## src/rtl/core/mrd_queue.sv

```systemverilog
module mrd_queue #(
  parameter int WIDTH = 8,
  parameter int DEPTH = 4
) (
  input  logic                       clk,
  input  logic                       rst,
  input  logic                       push,
  input  logic [WIDTH-1:0]           wdata,
  output logic                       full,
  input  logic                       pop,
  output logic [WIDTH-1:0]           rdata,
  output logic                       empty,
  output logic [$clog2(DEPTH+1)-1:0] level
);
  localparam int PTR_W = $clog2(DEPTH);
  localparam int LVL_W = $clog2(DEPTH + 1);

  logic [WIDTH-1:0] slots [DEPTH];
  logic [PTR_W-1:0] wr_ptr;
  logic [PTR_W-1:0] rd_ptr;
  logic [LVL_W-1:0] count;
  logic             push_ok;
  logic             pop_ok;

  assign full    = (count == LVL_W'(DEPTH));
  assign empty   = (count == '0);
  assign level   = count;
  assign push_ok = push && !full;
  assign pop_ok  = pop && !empty;
  assign rdata   = slots[rd_ptr];

  always_ff @(posedge clk) begin
    if (push_ok) begin
      slots[wr_ptr] <= wdata;
    end
  end

  always_ff @(posedge clk) begin
    if (rst) begin
      wr_ptr <= '0;
      rd_ptr <= '0;
      count  <= '0;
    end else begin
      if (push_ok) begin
        wr_ptr <= (wr_ptr == PTR_W'(DEPTH - 1)) ? '0 : wr_ptr + PTR_W'(1);
      end
      if (pop_ok) begin
        rd_ptr <= (rd_ptr == PTR_W'(DEPTH - 1)) ? '0 : rd_ptr + PTR_W'(1);
      end
      case ({push_ok, pop_ok})
        2'b10:   count <= count + LVL_W'(1);
        2'b01:   count <= count - LVL_W'(1);
        default: count <= count;
      endcase
    end
  end
endmodule

```

## config.mk

```make
export PLATFORM = sky130hd
export DESIGN_NAME = mrd_queue
export DESIGN_NICKNAME = d
export VERILOG_FILES = /design/src/rtl/core/mrd_queue.sv
export SDC_FILE = /design/constraint.sdc
export NUM_CORES = 1
export LEC_CHECK = 0
export ABC_AREA = 1
export BUFFER_PORTS_ARGS = -buffer_cell sky130_fd_sc_hd__clkbuf_2
export CORE_ASPECT_RATIO = 1.1
export CORE_MARGIN = 3
export CORE_UTILIZATION = 55
export CTS_CLUSTER_DIAMETER = 30
export DETAILED_ROUTE_END_ITERATION = 12
export GPL_TIMING_DRIVEN = 0
export PLACE_DENSITY = 0.77
export SLEW_MARGIN = 15
export SYNTH_ARGS = -nofsm -noshare
export SYNTH_HDL_FRONTEND = slang
export SYNTH_SLANG_ARGS = --single-unit
export TNS_END_PERCENT = 50
```

## constraint.sdc

```tcl
create_clock -name clk -period 3.3 [get_ports clk]
set_input_delay 0.495 -clock clk [delete_from_list [all_inputs] [get_ports clk]]
set_output_delay 0.495 -clock clk [all_outputs]
set_load 0.005 [all_outputs]
```

Word-level counts from Yosys, hierarchy flattened. Memory sizes are Yosys's and may differ from the RTL's. A register that Yosys moved wholly into a read port is not among the register bits. Cells that the tools add are included.

Bits in registers: 7. Memories: 1. Output and inout bits: 13. RAM bits: 32.

Memory list: slots (depth 4, width 8, rd ports 1, clocked after memory_dff 1, write ports 1, line 18) `logic [WIDTH-1:0] slots [DEPTH];`.

Eq/ne operators: 5. Reductions and logical operators: 6. Add/sub/neg operators: 4. Mux-type cells: 7.

Operators with widths (number): $mux 2 (4); $eq 2x2->1 const B (3); $pmux 3 s2 (1); $add 2x1->2 const B (2); $add 3x1->3 const B (1); $eq 3x3->1 const B (1); $logic_not 3->1 (1); $sub 3x1->3 const B (1); $eq 2x1->1 const B (1); $logic_and 1x1->1 (2); $logic_not 1->1 (2); $mux 1 (2); $reduce_bool 2->1 (1).

Logic depth before layout (Yosys ltp).
Depth after elaboration: 5. Depth in mapped cells: 13. Mapped depth without buffers: 13.

Least setup slack after synthesis. OpenSTA, ideal clock, no wires.

Path kind: reg-to-reg. Start point: register count[1] (netlist: level[1]). End point: register count[2] (netlist: level[2]). Setup time: 110 ps. Arrival: 1538 ps. Buffers on the path: 0. Period minus slack after synthesis: 1648 ps. Path slack: 1652 ps. Required time: 3190 ps. Cell stages (with the launch flop): 13. Path through: dfxtp_1 > nor2_1 > nand2_2 > nand2_2 > ha_1 > inv_1 > fa_1 > inv_1 > nand2_1 > nand3_1 > nand2_1 > inv_1 > nor2_1.

Word-level cells in the longest chain between the ends: 5. Elaborated cells on any way between the ends: 12. Those cells by class: add/sub (2); eq/ne (3); mux (1); reduce/logical (6).

RTL lines: from (decl) (line 21) `logic [LVL_W-1:0] count;`; from (signal assigned) (line 51) `2'b10: count <= count + LVL_W'(1);`; from (signal assigned) (line 52) `2'b01: count <= count - LVL_W'(1);`; from (signal assigned) (line 53) `default: count <= count;`; $eq 3x3->1 or $logic_not 3->1 (tied branches) (line 25, 26); $logic_not 1->1, on equally long branches (line 28, 29); $logic_and 1x1->1, on equally long branches (line 28, 29); $eq 2x1->1 or $eq 2x2->1 (tied branches) (line 50) `case ({push_ok, pop_ok})`; $pmux 3 s2 or $reduce_bool 2->1 (tied branches).

Parallel ways exist; a longest one is shown, timed or not. A chain may end at the register's enable or synchronous reset.

==> results by group <==
Status
  • Result of the run: finished clean

Pwr
  • Switching Power: 0.000475 W
  • P per Cell Area: 717 nW/um2
  • Combinational Power Share: 33.1%
  • Leakage power figure: 0.788 nW
  • Clock network fraction of total power: 17.2%
  • Fraction of power consumed by sequential logic: 49.8%
  • Switching part of the total power: 34.5%
  • Total power: 0.00138 W
  • Cell Int Power: 0.000902 W
  • Max VDD drop: 0.591 mV

Clock network
  • Register clock-pin slew on the reported worst setup and hold paths: 0.11 ns
  • Largest buffer count on any clock path: 2
  • Clock root buffer master: sky130_fd_sc_hd__clkbuf_4
  • Number of hold buffers added after CTS: 0
  • Number of sinks driven by the clock tree: 41
  • TritonCTS clock tree: done
  • Clock latency on the worst-skew pair: 0.35 ns
  • H-tree Lvls: 2
  • Number of buffers added by the clock tree synthesis step: 5
  • Cells resized by post-CTS repair: 0
  • # Post-CTS Setup Buffers: 0

Setup path
  • Data arrival time at the worst-slack endpoint: 1.48 ns
  • Critical-path cell with the highest stage delay: sky130_fd_sc_hd__dfxtp_1
  • Worst-path cell chain: inv_1, o21ai_0, o22ai_1, clkbuf_2
  • Max stage delay on crit path: 0.42 ns
  • Type of origin of the critical path: flip-flop
  • Max Fanout on Critical Path: 9
  • Kind of end point of the critical path: primary output
  • Data required time at the worst endpoint: 2.80 ns
  • Worst Setup Path Type: reg -> out

GRT
  • Total routing usage reported by global routing: 17.7%
  • Largest net degree at the start of global routing: 14
  • Initial antenna violation count: 0
  • Wire length of the first global-routing pass: 4820 um
  • Remaining global-route overflow: 0
  • Vias in the first global route: 1100

Timing
  • Setup repair after global routing missed its margin: false
  • Max Slew Vio Count: 0
  • Worst clock skew: 0.00755 ns
  • Post-layout worst setup margin: 1.33 ns
  • Final period demand of the worst path: 1.97 ns
  • Final period util: 59.7%
  • Setup violators final: 0
  • Maximum frequency from static timing analysis: 507 MHz
  • Final Hold Fails: 0
  • Total Neg Setup Slack: 0 ns
  • Slew of the pin with the lowest slew margin: 0.773 ns
  • Tightest slew margin relative to the limit: 48.3%

Place
  • Placed Area: 1860 um2
  • Dpl cells: 205
  • Detailed placer's ending HPWL: 2080 um
  • Setup slack at placement: 1.45 ns
  • Count of buffers from port buffering: 24
  • Final Wtd Congestion: 0.742

Layout
  • Number of diodes added for antenna fixing: 0
  • Share of post-route cells with drive strength above 1: 22.2%
  • Finished layout cell area: 1920 um2
  • Area delta synth->final: 12.8%
  • Final std cells w/o fill: 213
  • Layout net count: 198
  • Number of fillers in the final layout: 233

Yosys
  • Proportion of netlist area held by the largest area contributor: 56.4%
  • Area contributors post-synth: sky130_fd_sc_hd__edfxtp_1 56%, sky130_fd_sc_hd__dfxtp_1 11%, sky130_fd_sc_hd__nor2_1 6.2%, sky130_fd_sc_hd__ha_1 4.4%, sky130_fd_sc_hd__inv_1 4.2%
  • Cell type contributing the most total cell area after synthesis: sky130_fd_sc_hd__edfxtp_1
  • Library cells used by synthesis: 19
  • Mean Syn Cell Area: 11.5 um2
  • Synth Net Count: 167
  • Warning count from the yosys run: 0
  • Post-synthesis sequential area ratio: 67.0%
  • Synthesized area: 1700 um2
  • Number of standard cells after synthesis: 148
  • Synthesized flop and latch total: 41

Die
  • Total number of placement rows: 20
  • Core box area: 2850 um2
  • Die height: 64.4 um
  • Floorplan die width: 59.1 um
  • Total die area: 3800 um2
  • Initial core utilization: 59.7%
  • Boundary pin count: 25

Run
  • Max_cap viols: 0

Route
  • 1st-pass router iterations: 6
  • DRC viols: 0
  • Antenna-violating nets left: 0
  • Overall via count from detail_route: 1104
  • Per-cell routed wire length: 13.4 um
  • DRT iter0 DRCs: 38
  • Post-detailed-routing wire length: 2860 um
  • Via density per instance: 5.18

Min path
  • Hold Crit Class: in -> reg
## registers in the layout (all words and copies together), names as in the netlist, named ones only
| signal | cells |
|---|---|
| slots | 32 |
| wr_ptr | 2 |
| rd_ptr | 2 |
| level | 3 |
## worst paths after layout
kind	from	end	slack (ns)	cells after the start
worst max register to register	level[1]	level[2]	1.42	11
worst min-delay path	wdata[2]	slots[3][2]	0.36	1
worst min register to register	rd_ptr[1]	rd_ptr[1]	0.53	2
worst max-delay path	flip-flop	rdata[2]	1.33	4
## metal layers
layer	GRT usage, %	part of all wire, %
met5	0	0
met4	9.35	2.2
met3	4.04	5.3
met2	32.0	55
met1	18.4	38
## power groups by stage
| stage | registers (W) | logic [W] | clock network (W) |
|---|---|---|---|
| final | 0.000685 | 0.000455 | 0.000236 |
| after global routing | 0.000696 | 0.000528 | 0.000270 |
| after CTS | 0.000685 | 0.000463 | 0.000241 |
| after detailed placement | 0.000697 | 0.000463 | 0 |
| after global placement | 0.000695 | 0.000438 | 0 |
| after floorplan | 0.000684 | 0.000299 | 0 |
## cell type report
type | count | area, um2 | area share, %
clock inverter | 2 | 15.0 | 0.782
clock buffer | 6 | 41.3 | 2.15
timing repair buffer | 24 | 120 | 6.25
buffer | 2 | 22.5 | 1.17
multi-input combinational | 85 | 464 | 24.2
tap | 33 | 41.3 | 2.15
sequential | 41 | 1140 | 59.4
inverter | 20 | 75.1 | 3.91
## synthesized netlist by cell type
library cell and instances:
sky130_fd_sc_hd__nor2_2 2, sky130_fd_sc_hd__o21ai_1 2, sky130_fd_sc_hd__nand3b_1 2, sky130_fd_sc_hd__o21ai_0 14
sky130_fd_sc_hd__nor2_1 28, sky130_fd_sc_hd__nand2_1 12, sky130_fd_sc_hd__fa_1 1, sky130_fd_sc_hd__a21oi_1 4
sky130_fd_sc_hd__inv_2 1, sky130_fd_sc_hd__buf_6 2, sky130_fd_sc_hd__nand3_1 1, sky130_fd_sc_hd__inv_1 19
sky130_fd_sc_hd__ha_1 6, sky130_fd_sc_hd__nand2_2 2, sky130_fd_sc_hd__nand4_1 1, sky130_fd_sc_hd__edfxtp_1 32
sky130_fd_sc_hd__dfxtp_1 9, sky130_fd_sc_hd__o21ai_2 2, sky130_fd_sc_hd__o22ai_1 8
## per-stage QoR
| step | hold slack [ns] | utilization (%) |
|---|---|---|
| after floorplan | 0.483 | - |
| after global placement | 0.511 | 65.4 |
| after detailed placement | 0.518 | 65.4 |
| after CTS | 0.342 | 67.3 |
| after global routing | 0.332 | 67.3 |
| final | 0.356 | 67.3 |
## critical path, delay by kind of cell, from the launching register on
| family | cells | cell delay [ns] |
|---|---|---|
| buffers and inverters | 2 | 0.41 |
| AO/OA/AOI/OAI | 2 | 0.30 |
| flip-flops | 1 | 0.42 |
## cells in the final DEF, fill, tap and decap left out
cell,n
sky130_fd_sc_hd__dfxtp_1,9
sky130_fd_sc_hd__inv_2,1
sky130_fd_sc_hd__fa_1,1
sky130_fd_sc_hd__edfxtp_1,32
sky130_fd_sc_hd__nand2_2,2
sky130_fd_sc_hd__clkinvlp_4,2
sky130_fd_sc_hd__clkbuf_2,24
sky130_fd_sc_hd__o21ai_1,2
sky130_fd_sc_hd__buf_6,2
sky130_fd_sc_hd__nor2_2,2
sky130_fd_sc_hd__a21oi_1,4
sky130_fd_sc_hd__nand2_1,12
sky130_fd_sc_hd__o21ai_2,2
sky130_fd_sc_hd__clkbuf_4,5
sky130_fd_sc_hd__o22ai_1,8
sky130_fd_sc_hd__nand4_1,1
sky130_fd_sc_hd__nor2_1,28
sky130_fd_sc_hd__o21ai_0,14
sky130_fd_sc_hd__nand3_1,1
sky130_fd_sc_hd__nand3b_1,2
sky130_fd_sc_hd__ha_1,6
sky130_fd_sc_hd__inv_1,19
sky130_fd_sc_hd__clkbuf_1,1
## cell families after synthesis
group                    after synthesis  share of synthesized area (%)
AND/OR/NAND/NOR                       48                           11.8
flip-flops                            41                           67.0
AO/OA/AOI/OAI                         30                           9.85
buffers and inverters                 22                           5.73
adder cells (fa/ha/maj)                7                           5.58
No activity file was read; power rests on OpenSTA's default activity.
