`src/rtl/core/mrd_pkg.sv`:
```
package mrd_pkg;

  localparam int CFG_BITS       = 13;
  localparam int CFG_INDEX_BITS = 2;
  localparam int PORT_BITS      = 16;
  localparam int NUM_CH         = 4;
  localparam int Q_DEPTH        = 4;
  localparam int OUT_DEPTH      = 4;

  localparam int DEF_MAX_WIDTH    = 4096;
  localparam int DEF_MAX_HEIGHT   = 4096;
  localparam int DEF_CHANNEL_BITS = 16;

  localparam logic [CFG_BITS-1:0] DEF_SIZE = 13'd4096;

  typedef enum logic [CFG_INDEX_BITS-1:0] {
    REG_SOURCE_WIDTH  = 2'd0,
    REG_SOURCE_HEIGHT = 2'd1,
    REG_DEST_WIDTH    = 2'd2,
    REG_DEST_HEIGHT   = 2'd3
  } cfg_reg_t;

  typedef struct packed {
    logic box_start;
    logic col_end;
    logic band_end;
    logic last_col;
    logic last_row;
    logic first_row;
  } item_ctl_t;

  typedef struct packed {
    logic row_end;
    logic frame_end;
  } res_flags_t;

endpackage

```
`src/rtl/core/mrd_front.sv`:
```
module mrd_front #(
  parameter int MAX_WIDTH  = mrd_pkg::DEF_MAX_WIDTH,
  parameter int MAX_HEIGHT = mrd_pkg::DEF_MAX_HEIGHT
) (
  input  logic                              clk,
  input  logic                              rst,
  input  logic                              cfg_write,
  input  logic [mrd_pkg::CFG_INDEX_BITS-1:0] cfg_index,
  input  logic [mrd_pkg::CFG_BITS-1:0]       cfg_data,
  input  logic                              accept,
  output mrd_pkg::item_ctl_t                ctl,
  output logic [$clog2(MAX_WIDTH)-1:0]      dst_col_out
);
  import mrd_pkg::*;

  localparam int COL_W = $clog2(MAX_WIDTH);
  localparam int ROW_W = $clog2(MAX_HEIGHT);
  localparam int WD_W  = $clog2(MAX_WIDTH + 1);
  localparam int HT_W  = $clog2(MAX_HEIGHT + 1);
  localparam int CMP_A = (WD_W > HT_W) ? WD_W : HT_W;
  localparam int CMP_W = (CMP_A > CFG_BITS) ? CMP_A : CFG_BITS;

  function automatic logic [CMP_W-1:0] eff_size(input logic [CFG_BITS-1:0] r,
                                                input logic [CMP_W-1:0] lim);
    logic [CMP_W-1:0] v;
    v = CMP_W'(r);
    if (v == '0) begin
      eff_size = CMP_W'(1);
    end else if (v > lim) begin
      eff_size = lim;
    end else begin
      eff_size = v;
    end
  endfunction

  logic [CFG_BITS-1:0] source_width;
  logic [CFG_BITS-1:0] source_height;
  logic [CFG_BITS-1:0] dest_width;
  logic [CFG_BITS-1:0] dest_height;

  logic [COL_W-1:0] src_col;
  logic [ROW_W-1:0] src_row;
  logic [COL_W-1:0] dst_col;
  logic [WD_W-1:0]  col_error;
  logic [HT_W-1:0]  row_error;
  logic             band_first_row;

  logic [CMP_W-1:0] sw_full;
  logic [CMP_W-1:0] sh_full;
  logic [CMP_W-1:0] dw_full;
  logic [CMP_W-1:0] dh_full;
  logic [WD_W-1:0]  sw;
  logic [WD_W-1:0]  dw;
  logic [HT_W-1:0]  sh;
  logic [HT_W-1:0]  dh;
  logic [WD_W-1:0]  tc;
  logic [HT_W-1:0]  tr;
  logic             last_col;
  logic             last_row;
  logic             col_end;
  logic             band_end;

  // effective sizes: zero acts as one, source saturates, no magnification
  assign sw_full = eff_size(source_width, CMP_W'(MAX_WIDTH));
  assign sh_full = eff_size(source_height, CMP_W'(MAX_HEIGHT));
  assign dw_full = eff_size(dest_width, sw_full);
  assign dh_full = eff_size(dest_height, sh_full);
  assign sw      = sw_full[WD_W-1:0];
  assign sh      = sh_full[HT_W-1:0];
  assign dw      = dw_full[WD_W-1:0];
  assign dh      = dh_full[HT_W-1:0];

  assign last_col = (WD_W'(src_col) + WD_W'(1)) >= sw;
  assign last_row = (HT_W'(src_row) + HT_W'(1)) >= sh;
  assign tc = (col_error >= dw) ? col_error - dw : col_error + (sw - dw);
  assign tr = (row_error >= dh) ? row_error - dh : row_error + (sh - dh);
  assign col_end  = (tc < dw) || last_col;
  assign band_end = (tr < dh) || last_row;

  always_comb begin
    ctl.box_start = (col_error < dw);
    ctl.col_end   = col_end;
    ctl.band_end  = band_end;
    ctl.last_col  = last_col;
    ctl.last_row  = last_row;
    ctl.first_row = band_first_row;
  end

  assign dst_col_out = dst_col;

  always_ff @(posedge clk) begin
    if (rst) begin
      source_width   <= DEF_SIZE;
      source_height  <= DEF_SIZE;
      dest_width     <= DEF_SIZE;
      dest_height    <= DEF_SIZE;
      src_col        <= '0;
      src_row        <= '0;
      dst_col        <= '0;
      col_error      <= '0;
      row_error      <= '0;
      band_first_row <= 1'b1;
    end else if (cfg_write) begin
      case (cfg_index)
        REG_SOURCE_WIDTH:  source_width  <= cfg_data;
        REG_SOURCE_HEIGHT: source_height <= cfg_data;
        REG_DEST_WIDTH:    dest_width    <= cfg_data;
        REG_DEST_HEIGHT:   dest_height   <= cfg_data;
        default: ;
      endcase
      // any write restarts the frame
      src_col        <= '0;
      src_row        <= '0;
      dst_col        <= '0;
      col_error      <= '0;
      row_error      <= '0;
      band_first_row <= 1'b1;
    end else if (accept) begin
      if (col_end) begin
        dst_col <= last_col ? '0 : dst_col + COL_W'(1);
      end
      if (last_col) begin
        col_error      <= '0;
        src_col        <= '0;
        row_error      <= last_row ? '0 : tr;
        band_first_row <= band_end;
        src_row        <= last_row ? '0 : src_row + ROW_W'(1);
      end else begin
        col_error <= tc;
        src_col   <= src_col + COL_W'(1);
      end
    end
  end
endmodule

```
`config.mk`:
```
export PLATFORM = sky130hd
export DESIGN_NAME = mrd_front
export DESIGN_NICKNAME = d
export VERILOG_FILES = /design/src/rtl/core/mrd_pkg.sv /design/src/rtl/core/mrd_front.sv
export SDC_FILE = /design/constraint.sdc
export NUM_CORES = 1
export LEC_CHECK = 0
export BUFFER_PORTS_ARGS = -buffer_cell sky130_fd_sc_hd__buf_2
export CAP_MARGIN = 10
export CORE_ASPECT_RATIO = 0.5
export CORE_UTILIZATION = 45
export CTS_CLUSTER_SIZE = 25
export DETAILED_ROUTE_END_ITERATION = 7
export HOLD_SLACK_MARGIN = 0.12
export SLEW_MARGIN = 0
export SYNTH_ARGS = -nofsm -noshare
export SYNTH_HDL_FRONTEND = slang
export SYNTH_SLANG_ARGS = --single-unit
```
`constraint.sdc`:
```
create_clock -name clk -period 19.5 [get_ports clk]
set_input_delay 0.975 -clock clk [delete_from_list [all_inputs] [get_ports clk]]
set_output_delay 0.975 -clock clk [all_outputs]
set_load 0.05 [all_outputs]
```
**Word level (Yosys, flattened, before mapping)**

Cells that the tools add are included.

- Output and inout port bits: 18
- Register bits: 115
- Bits of input ports: 19

- $lt $le $gt $ge: 11
- Reductions and logical operators: 14
- Muxes and demuxes: 15
- Equal/unequal tests: 3
- $add $sub $neg: 11

Operators by type and width:

| kind | number |
|---|---|
| 13-bit two-way mux | 12 |
| 13-bit >= comparator | 4 |
| 13-bit logical NOT | 4 |
| 13-bit subtractor | 4 |
| 13-bit < comparator | 3 |
| 12-bit by 1-bit adder with 12-bit output, second input constant | 3 |
| 12-bit two-way mux | 3 |
| 12-bit by 1-bit adder with 13-bit output, second input constant | 2 |
| 13-bit adder | 2 |
| 13-bit > comparator | 2 |
| 13-bit > comparator, second input constant | 2 |
| 2-bit AND reduction | 6 |
| 2-bit == test, second input constant | 2 |
| 2-bit by 1-bit == test with 1-bit output, second input constant | 1 |
| 2-bit logical NOT | 1 |
| 1-bit logical OR | 2 |
| 2-bit OR reduction | 1 |

**Depth between registers and ports, before layout**

- Depth in word-level cells: 12
- Mapped depth: 35
- Gate-level depth less buffers: 34

**Worst setup path before layout**

Ideal clock, no wire load.

- Kind: reg2out
- Start point: reg source_width[12]
- End point: out ctl[4] (netlist name)
- Stages on the path, launching flop included: 31
- Setup slack: 12,053 ps
- Arrival time: 6,472 ps
- Buffers on the path: 4
- Path through: dfxtp_1 inv_1 clkbuf_1 nand2_1 ha_1 a211oi_1 o221ai_1 a211oi_2 a21o_2 clkbuf_1 o21a_1 or2_2 inv_1 fa_1 fa_1 nand2b_1 a21oi_1 o211ai_1 a21oi_1 nor4_1 or4_1 nand3_1 xnor2_1 ha_1 nand4_1 or3_1 and3_1 clkbuf_1 nand2_4 nand2_1 buf_4

- Word-level cells in the longest chain between the ends: 11
- Elaborated cells between the ends (all ways): 15
- Classes of those cells: add/sub (3); order compare (5); mux (5); reduce/logical (2)

RTL lines:

| item | line | source |
|---|---|---|
| from (decl) | mrd_front.sv:36 | `logic [CFG_BITS-1:0] source_width;` |
| from (signal assigned) | mrd_front.sv:105 | `REG_SOURCE_WIDTH: source_width <= cfg_data;` |
| 13-bit > comparator | mrd_front.sv:29 | `end else if (v > lim) begin` |
| 13-bit two-way mux | mrd_front.sv:29 |  |
| 13-bit two-way mux (*) | mrd_front.sv:27 | `if (v == '0) begin` |
| 13-bit > comparator | mrd_front.sv:29 |  |
| 13-bit two-way mux | mrd_front.sv:29 |  |
| 13-bit two-way mux | mrd_front.sv:27 |  |
| 13-bit subtractor | mrd_front.sv:75 | `assign tc = (col_error >= dw) ? col_error - dw : col_error + (sw - dw);` |
| 13-bit adder | mrd_front.sv:75 |  |
| 13-bit two-way mux | mrd_front.sv:75 |  |
| 13-bit < comparator | mrd_front.sv:77 | `assign col_end = (tc < dw) \|\| last_col;` |
| 1-bit logical OR (*) | mrd_front.sv:77 |  |
| to (decl) | mrd_front.sv:11 | `output mrd_pkg::item_ctl_t ctl,` |

Mark *: on every way between the ends. The rest lies on a longest branch, timed or not.

==> results.sh <==
export IMPL_synth_net_count=1562
export IMPL_numClockSinks=115
export IMPL_dieArea_mm2=0.0240
export IMPL_gp_congestion=0.911
export IMPL_ys_types=73
export IMPL_grt_ovfl_total=0
export IMPL_area_growth_pct=9.74
export IMPL_worstMarginPinSlew_ns=1.05
export IMPL_core_area_mm2=0.0229
export IMPL_min_period_ns=8.84
export IMPL_routed_via_density=5.70
export IMPL_cp_top_family="compound AO/OA/AOI/OAI gates"
export IMPL_place_inst=1681
export IMPL_synthCells=1386
export IMPL_grt_pass1_vias=9356
export IMPL_std_cell_rows=39
export IMPL_ioPinCount=37
export IMPL_cts_resized=0
export IMPL_worst_path_max_delay_cell="nor2_1"
export IMPL_wl_per_cell_um=17.5
export IMPL_final_antenna_net_count=0
export IMPL_post_route_period_util_pct=45.3
export IMPL_finalSetupTns_ns=0
export IMPL_dpl_instance_area_mm2=0.0109
export IMPL_hold_buffers=0
export IMPL_synth_seq_cells=115
export IMPL_dpl_hpwl_um=22600
export IMPL_diodes=0
export IMPL_arrival_ns=7.87
export IMPL_power_leakage_nw=5.07
export IMPL_start_kind="flip-flop"
export IMPL_ys_warn_count=0
export IMPL_worst_path_buf_inv=2
export IMPL_multi_input_area_mm2=0.00756
export IMPL_syn_cell_area_mm2=0.0105
export IMPL_slowest_delay_ns=0.77
export IMPL_cts_clk_slew_worst_paths_ns=0.06
export IMPL_worstPathMaxFanout=23
export IMPL_synth_edf_count=0
export IMPL_cts_setup_buffers=0
export IMPL_grt_usage_pct=25.9
export IMPL_first_iter_violations=763
export IMPL_antenna_found_initial=0
export IMPL_finClkSkew_ns=0.0117
export IMPL_max_freq_mhz=113
export IMPL_clockBufferDepth=2
export IMPL_reg2regPathDepth=27
export IMPL_total_power_mw=1.60
export IMPL_fillerInstances=2256
export IMPL_slew_headroom_pct=30.0
export IMPL_avgSynthCellArea_um2=7.59
export IMPL_setup_viol=0
export IMPL_end_kind="output port"
export IMPL_rsz0062_at_grt="no"
export IMPL_drc=0
export IMPL_stdcell_area_mm2=0.0115
export IMPL_grt_pass1_wl_um=48500
export IMPL_async_reset_ff_share_pct=0
export IMPL_numCtsBuffers=17
export IMPL_wirelength_um=30000
export IMPL_yosysSeqAreaShare_pct=21.9
export IMPL_cts_tree="done"
export IMPL_final_nets=1569
export IMPL_critPathRequiredTime_ns=18.53
export IMPL_initial_utilization_pct=46.0
export IMPL_pwr_density_cell_mw_per_mm2=139
export IMPL_status="finished, final reports clean"
export IMPL_dieWidth_um=218
export IMPL_grt_start_max_net_pins=63
export IMPL_layout_commonest_cell="nand2_1"
export IMPL_slew_viol_final=0
export IMPL_die_h_um=110
export IMPL_seqCellArea_mm2=0.00230
export IMPL_crit_cells=27
export IMPL_final_cells=1713
export IMPL_ys_flop_type="dfxtp_1"
export IMPL_hp_class="reg -> reg"
export IMPL_io_buffer_count=36
export IMPL_via_count=9762
export IMPL_first_pass_iters=5
export IMPL_max_cap_violations=0
export IMPL_critical_path_class="reg -> out"
export IMPL_hold_path_depth=2
export IMPL_peakVddDrop_mv=0.293
export IMPL_hold_viol=0
export IMPL_insertion_delay_ns=0.45
export IMPL_root_buffer="clkbuf_16"
export IMPL_htreeDepth=4
export IMPL_final_cell_mix="nand2_1, a21oi_1, ha_1"
export IMPL_drive_gt1_share_pct=9.25
power by group:
| part | switching [mW] | internal (mW) |
|---|---|---|
| registers | 0.0134 | 0.247 |
| clock network | 0.138 | 0.204 |
| logic | 0.626 | 0.371 |
area by class of cell:
class,count,share of cell area [%]
timing repair buffer,45,2.15
multi-input combinational,1098,65.4
tap,307,3.33
clock buffer,17,3.68
sequential,115,19.9
clock inverter,15,1.70
inverter,116,3.77
routing by layer:
layer | track usage [%] | part of all wire [%] | routed length [um]
met2 | 43.4 | 46 | 13900
met1 | 34.2 | 48 | 14300
met4 | 8.59 | 2.2 | 652
met3 | 4.31 | 3.8 | 1140
met5 | 0 | 0 | 0
synthesized netlist by cell type (all sizes together), types with 8 or more instances:
cell    number  area share, %
nand2      192            6.9
a21oi      147            7.0
ha         131             16
inv        116            4.1
dfxtp      115             22
nor2       110            3.9
o21ai       61            3.0
clkbuf      48            1.7
nand3       40            1.9
xor2        34            2.8
or2         27            1.6
and3        26            1.5
fa          26            4.9
o21a        22            1.6
xnor2       22            1.8
nand4       20            1.2
nor3        20            1.1
a21o        19            1.4
a22oi       18            1.3
nand3b      18            1.3
nor4        14            1.1
nand2b      13           0.77
a211oi      12            1.0
mux2i       12            1.1
nor2b       11           0.65
o31ai       11           0.83
a31oi        9           0.54
buf          8           0.56
final timing paths:
check / startpoint / endpoint / slack (ns)
max: source_width[12] / ctl[4] / 10.66
min reg2reg: source_width[0] / source_width[0] / 0.47
max reg2reg: source_width[12] / dst_col_out[10] / 11.73
min: source_width[0] / source_width[0] / 0.47
flip-flops by register name, indices dropped and copies added (netlist names):
signal and flops:
band_first_row 1, col_error 13, dest_height 13, dest_width 13, dst_col_out 12, row_error 13
source_height 13, source_width 13, src_col 12, src_row 12
worst register-to-register path, cell delays in order (launching register included):
cell and delay [ns]:
dfxtp_1 0.39, inv_1 0.35, nand2_1 0.27, ha_1 0.36
a211oi_1 0.20, o221ai_1 0.19, a211oi_2 0.37, a21o_2 0.42
nand2_1 0.10, o21a_1 0.10, or2_2 0.32, ha_1 0.36
a211oi_1 0.24, nor2_1 0.10, o31ai_1 0.38, a31oi_1 0.28
nor2_1 0.77, a211oi_1 0.11, nor3b_1 0.35, ha_1 0.31
nor2b_1 0.13, o21ai_0 0.16, a21oi_1 0.11, o211ai_1 0.18
and3_1 0.37, nand2_4 0.14, or3_1 0.40, a41o_1 0.24
cell families (layout without fill, tap and decap cells):
family / after synthesis / count (layout) / share of synthesized area [%]
AND/OR/NAND/NOR: 518 / 518 / 24.0
AO/OA/AOI/OAI: 351 / 351 / 20.9
buffers and inverters: 173 / 193 / 6.50
adder cells (fa/ha/maj): 157 / 157 / 20.5
flip-flops: 115 / 115 / 21.9
XOR/XNOR: 56 / 56 / 4.66
multiplexers: 16 / 16 / 1.57
through the flow:
| step | setup WS (ns) | hold slack [ns] | util [%] |
|---|---|---|---|
| detailed placement | 11.25 | 0.462 | 47.7 |
| global route | 10.08 | 0.478 | 50.5 |
| finish | 10.66 | 0.469 | 50.5 |
| global placement | 11.24 | 0.459 | 47.7 |
| floorplan | 12.05 | 0.432 | - |
| CTS | 10.73 | 0.473 | 50.5 |
No activity file was read; power rests on OpenSTA's default activity.
